`src/design/crc32de_pkg.sv`:
```
`timescale 1ns / 1ps
// ----------------------------------------------------------------------------
// crc32de_pkg
// Shared constants, types and the byte update function of the CRC-32 engine.
// ----------------------------------------------------------------------------
package crc32de_pkg;

  localparam logic [31:0] CRC_POLY_STD = 32'hEDB8_8320;
  localparam logic [31:0] CRC_POLY_ALT = 32'h04C1_1DB7;
  localparam logic [31:0] CRC_INIT     = 32'hFFFF_FFFF;

  // per-byte framing flags
  typedef struct packed {
    logic first;
    logic last;
  } byte_ctrl_t;

  // right-shifting update: xor byte into the low bits, then eight shift steps
  function automatic logic [31:0] crc_byte_update(
    input logic [31:0] crc_in,
    input logic [7:0]  data,
    input logic [31:0] poly
  );
    logic [31:0] c;
    c = crc_in ^ {24'd0, data};
    for (int n = 0; n < 8; n++) begin
      c = c[0] ? ((c >> 1) ^ poly) : (c >> 1);
    end
    return c;
  endfunction

endpackage

```
`src/design/crc32de_core.sv`:
```
`timescale 1ns / 1ps
// ----------------------------------------------------------------------------
// crc32de_core
// Running CRC register and the one-byte update feeding it.
// ----------------------------------------------------------------------------
module crc32de_core
  import crc32de_pkg::*;
(
  input  logic        clk,
  input  logic        rst_n,
  input  logic        adv,        // staged byte is consumed this cycle
  input  logic [7:0]  data_byte,
  input  byte_ctrl_t  ctrl,
  input  logic        poly_sel,
  output logic [31:0] crc_final   // inverted crc through the staged byte
);

  logic [31:0] running_r;
  logic [31:0] running_nxt;
  logic [31:0] crc_upd;
  logic [31:0] crc_start;
  logic [31:0] poly;

  assign poly      = poly_sel ? CRC_POLY_STD : CRC_POLY_ALT;
  assign crc_start = ctrl.first ? CRC_INIT : running_r;
  assign crc_upd   = crc_byte_update(crc_start, data_byte, poly);
  assign crc_final = ~crc_upd;

  always_comb begin
    running_nxt = running_r;
    if (adv) begin
      // reload after the last byte so the next message starts fresh
      running_nxt = ctrl.last ? CRC_INIT : crc_upd;
    end
  end

  always_ff @(posedge clk) begin
    if (!rst_n) begin
      running_r <= CRC_INIT;
    end else begin
      running_r <= running_nxt;
    end
  end

endmodule

```
`src/design/crc32_byte_engine_dual_poly.sv`:
```
`timescale 1ns / 1ps
// ----------------------------------------------------------------------------
// crc32_byte_engine_dual_poly
// Byte-wide reflected CRC-32 with a register-selected polynomial.
// ----------------------------------------------------------------------------
// Usage:
//   in_*  : one message byte per transaction; in_tuser marks the first byte
//           (crc restarts at all ones), in_tlast marks the last byte.
//   out_* : one transaction per message, carrying the inverted CRC.
//   APB   : register 0 at address 0, poly_select (1 = 0xEDB88320,
//           0 = 0x04C11DB7 shifted right); write only while idle.
// Timing:
//   an accepted byte is registered in the input stage, where the update is
//   done; for a last byte the result is then registered into the output
//   register and held on out_tdata until taken. One byte per cycle
//   sustained unless a last byte is held by a stalled output, set by the
//   combinational eight-step xor update into the running crc register.
// Reset:
//   running crc goes to all ones, poly_select to 1, both stages empty.
// Stall:
//   while out_tready is low and a result waits, a last byte held in the
//   input stage stays put and in_tready drops; non-last bytes keep flowing.
// ----------------------------------------------------------------------------
module crc32_byte_engine_dual_poly
  import crc32de_pkg::*;
(
  input  logic        clk,
  input  logic        rst_n,
  // input byte stream
  input  logic        in_tvalid,
  output logic        in_tready,
  input  logic [7:0]  in_tdata,   // [7:0] data_byte
  input  logic        in_tuser,   // [0] first_byte
  input  logic        in_tlast,   // last_byte
  // result stream
  output logic        out_tvalid,
  input  logic        out_tready,
  output logic [31:0] out_tdata,  // [31:0] crc_value
  // configuration
  input  logic        psel,
  input  logic        penable,
  input  logic        pwrite,
  input  logic [2:0]  paddr,
  input  logic [31:0] pwdata,
  output logic [31:0] prdata,
  output logic        pready
);

  logic        stg_vld_r;
  logic        stg_vld_nxt;
  logic [7:0]  stg_data_r;
  byte_ctrl_t  stg_ctrl_r;
  logic        out_vld_r;
  logic        out_vld_nxt;
  logic [31:0] out_data_r;
  logic        poly_sel_r;
  logic        stg_adv;
  logic        in_acc;
  logic        cfg_wr;
  logic [31:0] crc_final;

  // ---------------- configuration ----------------
  assign pready = 1'b1;
  assign cfg_wr = psel && penable && pwrite && pready && (paddr[2] == 1'b0);
  assign prdata = (paddr[2] == 1'b0) ? {31'd0, poly_sel_r} : 32'd0;

  always_ff @(posedge clk) begin
    if (!rst_n) begin
      poly_sel_r <= 1'b1;
    end else if (cfg_wr) begin
      poly_sel_r <= pwdata[0];
    end
  end

  // ---------------- input stage ----------------
  // a last byte needs a free output slot; other bytes never wait
  assign stg_adv   = stg_vld_r && (!stg_ctrl_r.last || !out_vld_r || out_tready);
  assign in_tready = !stg_vld_r || stg_adv;
  assign in_acc    = in_tvalid && in_tready;

  always_comb begin
    stg_vld_nxt = stg_vld_r;
    if (in_acc) begin
      stg_vld_nxt = 1'b1;
    end else if (stg_adv) begin
      stg_vld_nxt = 1'b0;
    end
  end

  always_ff @(posedge clk) begin
    if (!rst_n) begin
      stg_vld_r <= 1'b0;
    end else begin
      stg_vld_r <= stg_vld_nxt;
    end
  end

  always_ff @(posedge clk) begin
    if (in_acc) begin
      stg_data_r       <= in_tdata;
      stg_ctrl_r.first <= in_tuser;
      stg_ctrl_r.last  <= in_tlast;
    end
  end

  crc32de_core u_core (
    .clk       (clk),
    .rst_n     (rst_n),
    .adv       (stg_adv),
    .data_byte (stg_data_r),
    .ctrl      (stg_ctrl_r),
    .poly_sel  (poly_sel_r),
    .crc_final (crc_final)
  );

  // ---------------- output register ----------------
  always_comb begin
    out_vld_nxt = out_vld_r && !out_tready;
    if (stg_adv && stg_ctrl_r.last) begin
      out_vld_nxt = 1'b1;
    end
  end

  always_ff @(posedge clk) begin
    if (!rst_n) begin
      out_vld_r <= 1'b0;
    end else begin
      out_vld_r <= out_vld_nxt;
    end
  end

  always_ff @(posedge clk) begin
    if (stg_adv && stg_ctrl_r.last) begin
      out_data_r <= crc_final;
    end
  end

  assign out_tvalid = out_vld_r;
  assign out_tdata  = out_data_r;

  // ---------------- assertions ----------------
  a_last_loads_out: assert property (@(posedge clk) disable iff (!rst_n)
    stg_adv && stg_ctrl_r.last |=> out_vld_r && (out_data_r == $past(crc_final)))
    else $error("last byte did not load the result register");

  a_held_last_blocks: assert property (@(posedge clk) disable iff (!rst_n)
    stg_vld_r && stg_ctrl_r.last && out_vld_r && !out_tready |-> !in_tready)
    else $error("input accepted while a last byte is blocked");

  a_stage_kept: assert property (@(posedge clk) disable iff (!rst_n)
    stg_vld_r && !stg_adv |=> stg_vld_r && $stable(stg_data_r))
    else $error("staged byte lost while stalled");

endmodule
```
`config.mk`:
```
export PLATFORM = sky130hd
export DESIGN_NAME = crc32_byte_engine_dual_poly
export DESIGN_NICKNAME = d
export VERILOG_FILES = /design/src/design/crc32de_pkg.sv /design/src/design/crc32de_core.sv /design/src/design/crc32_byte_engine_dual_poly.sv
export SDC_FILE = /design/constraint.sdc
export NUM_CORES = 1
export LEC_CHECK = 0
export BUFFER_PORTS_ARGS = -buffer_cell sky130_fd_sc_hd__buf_4
export CORE_UTILIZATION = 50
export DETAILED_ROUTE_END_ITERATION = 8
export PLACE_DENSITY_LB_ADDON = 0.12
export SKIP_CTS_REPAIR_TIMING = 1
export SYNTH_ARGS = -nofsm -noshare
export SYNTH_HDL_FRONTEND = slang
export SYNTH_SLANG_ARGS = --single-unit
```
`constraint.sdc`:
```
create_clock -name clk -period 3.9 [get_ports clk]
set_input_delay 0.585 -clock clk [delete_from_list [all_inputs] [get_ports clk]]
set_output_delay 0.585 -clock clk [all_outputs]
set_load 0.01 [all_outputs]
```
==> metrics.txt <==
min Tclk post-route=3.80 ns; DRC viols=0; final setup vio count=0; vias per inst=5.03; DR iter-0 viols=141; worst hold margin=0.398 ns; I/O Pins=119; Power Density=515 nW/um2; die footprint=10600 um2; GP Congestion=0.880; commonest non-fill, non-tap cell in the layout=buf_4; final max-slew violation count=0; Tightest Pin Transition=0.996 ns; Yosys cell types=69; largest net degree at the start of global routing=49; Synth Register Bits=77; per-cell routed wire length=15.5 um; Final Cycle Share=0.974; total global routing overflow=0; GRT Total Usage=0.225; antenna-violating nets left=0; crit-path cells=or4bb_1 -> o211ai_2 -> nor3_2 -> or2_2 -> ha_1 -> o21ai_0 -> and2_1 -> buf_12 -> o211ai_2 -> xnor2_4 -> buf_4 -> xnor2_2 -> xnor3_2; WL final=11.1 mm; Sum Neg Setup Slack=0 ns; worst vdd ir=0.000213 V; slowest cell on the critical path=or4bb_1; clk_skew=0.00581 ns; Largest stage delay, worst path=0.51 ns; number of global-route vias before repair=3356; antenna violations before repair=0; FMAX=0.263 GHz; first-pass GRT wire length=17.5 mm; HPWL Detailed=7.99 mm; LEAKAGE=2.41 nW; num rows=36; CTS tree=yes; clock buffer depth=2; Syn Area/Cell=10.0 um2; n_diodes=0; worst-skew pair later-pin latency=0.36 ns; WS Path Type=flop to flop; status=completed; via count=3625; Max Cap Viol=0; Tot Pwr=3.04 mW; CTS clk-pin slew, worst paths=0.08 ns; max_slew headroom=0.333; Fillers=832; Critical Path Most Common Cell=o211ai_2; Seq/Total Area, Yosys=0.383; Cell Area, Synth=5120 um2; RSZ-0062 raised after global routing=true; CP Max Fanout=10; area post-placement=5560 um2; Worst setup EP type=flop; number of flops mapped to enable cells by yosys=42; ys flop type=edfxtp_1; clock root buffer=clkbuf_8; starting density of the core=0.519; commonest cells after routing, fill and taps aside=buf_4 (90), xnor2_1 (72), nor2_1 (58); Post-Syn Instances=510; HP Class=input pin to flop; Finished Cell Area=5910 um2; Num CTS Buffers=9; Die Span Y=103 um; share of cells above drive strength 1=0.247; CP Launch Type=flop; DRT Pass-1 Iters=5; YS warnings=0; Die W=103 um; crit path DAT=3.89 ns; final hold violation count=0; Area growth syn-to-layout=15.6%; CP required=3.99 ns; CTS H-tree lvls=3; async set-reset flop share out of synthesis=0; Port Buffers=53; # clock sinks=77; nets@finish=638; Core Region=9860 um2
==> logic make-up (layout without fill, tap and decap cells) <==
| group | after synthesis | count (layout) | share of synthesized area |
|---|---|---|---|
| AOI/OAI and AO/OA | 86 | 86 | 0.108 |
| xor gates and xnor gates | 114 | 114 | 0.233 |
| adders and majority gates | 4 | 4 | 0.00978 |
| buffers and inverters | 69 | 116 | 0.0946 |
| DFF | 77 | 77 | 0.383 |
| muxes | 11 | 11 | 0.0274 |
| other | 2 | 32 | 0.00147 |
| and+or+nand+nor | 147 | 147 | 0.143 |
==> power breakdown <==
part	internal, mW	total [mW]	leakage, nW	switching, mW
combinational	0.692	1.39	1.63	0.699
clock	0.312	0.600	0.0980	0.288
sequential	1.01	1.05	0.679	0.0468
total	2.01	3.04	2.41	1.03
==> worst max-delay path: cells and delay by family, from the launching register on <==
kind	cells	cell delay [ns]
flops	1	0.46
xor+xnor	3	0.88
simple gates	4	1.08
buf+inv	2	0.35
compound gates	3	0.47
fa+ha+maj	1	0.29
==> per-layer routing <==
metal	track usage	up-vias	wire, um
met5	0	-	0
met4	0.104	0	248
met3	0.0278	18	541
met2	0.374	92	5400
met1	0.293	1697	4930
li1	-	1818	-
==> worst paths after layout <==
path / start / endpoint / slack, ns / depth (start not counted)
worst max-delay path: stg_ctrl_r[1] / out_tdata[5] / 0.10 / 13
worst min-delay path: in_tlast / stg_ctrl_r[0] / 0.40 / 1
worst max register to register: stg_ctrl_r[1] / out_tdata[5] / 0.10 / 13
worst min register to register: u_core.running_r[21] / u_core.running_r[21] / 0.48 / 2
==> metrics by stage <==
stage	util	cells	setup slack [ns]
after floorplan	-	540	0.148
after global placement	0.564	691	-0.0949
after detailed placement	0.564	691	-0.155
after CTS	0.583	707	-0.187
after global routing	0.599	720	-0.0449
final	0.599	720	0.102
==> cell type report <==
class	count	area, um2	share of cell area
clock buffers	12	145	0.0246
inverters	8	30.0	0.00508
well taps	133	166	0.0281
clock inverters	4	47.5	0.00804
multi-input cells	394	2840	0.481
flip-flops and latches	77	1960	0.332
repair buffers	92	716	0.121
==> synth_stat cells, drive strengths merged (2+ instances only) <==
master       number  area [um2]
inv               7        26.3
nand4bb           3        38.8
or3b              2        17.5
xor2             26         228
nand2            35         134
and2              4        25.0
nand3b            2        15.0
conb              2        7.51
mux2i            10         129
or3               4        30.0
ha                4        50.1
edfxtp           42        1260
a21oi            31         155
o21a              4        31.3
a31oi             4        46.3
nor3b             2        15.0
buf              43         330
dlygate4sd3       2        20.0
and3              4        26.3
nand2b            3        21.3
clkbuf           16         104
or2               3        21.3
o21ai            22         110
or2b              2        17.5
xnor2            80         776
nor2b             3        18.8
a211oi            3        22.5
xnor3             7         161
nor3             13        70.1
nor2             60         225
o211ai           16         130
nand3             3        15.0
dfxtp            35         701
==> state kept, by name, summed over array words and instances, names as in the netlist <==
register	count
stg_ctrl_r	2
out_tdata	32
stg_data_r	8
stg_vld_r	1
u_core.running_r	32
poly_sel_r	1
out_tvalid	1
Note: power is estimated with default switching activity, not from simulation.
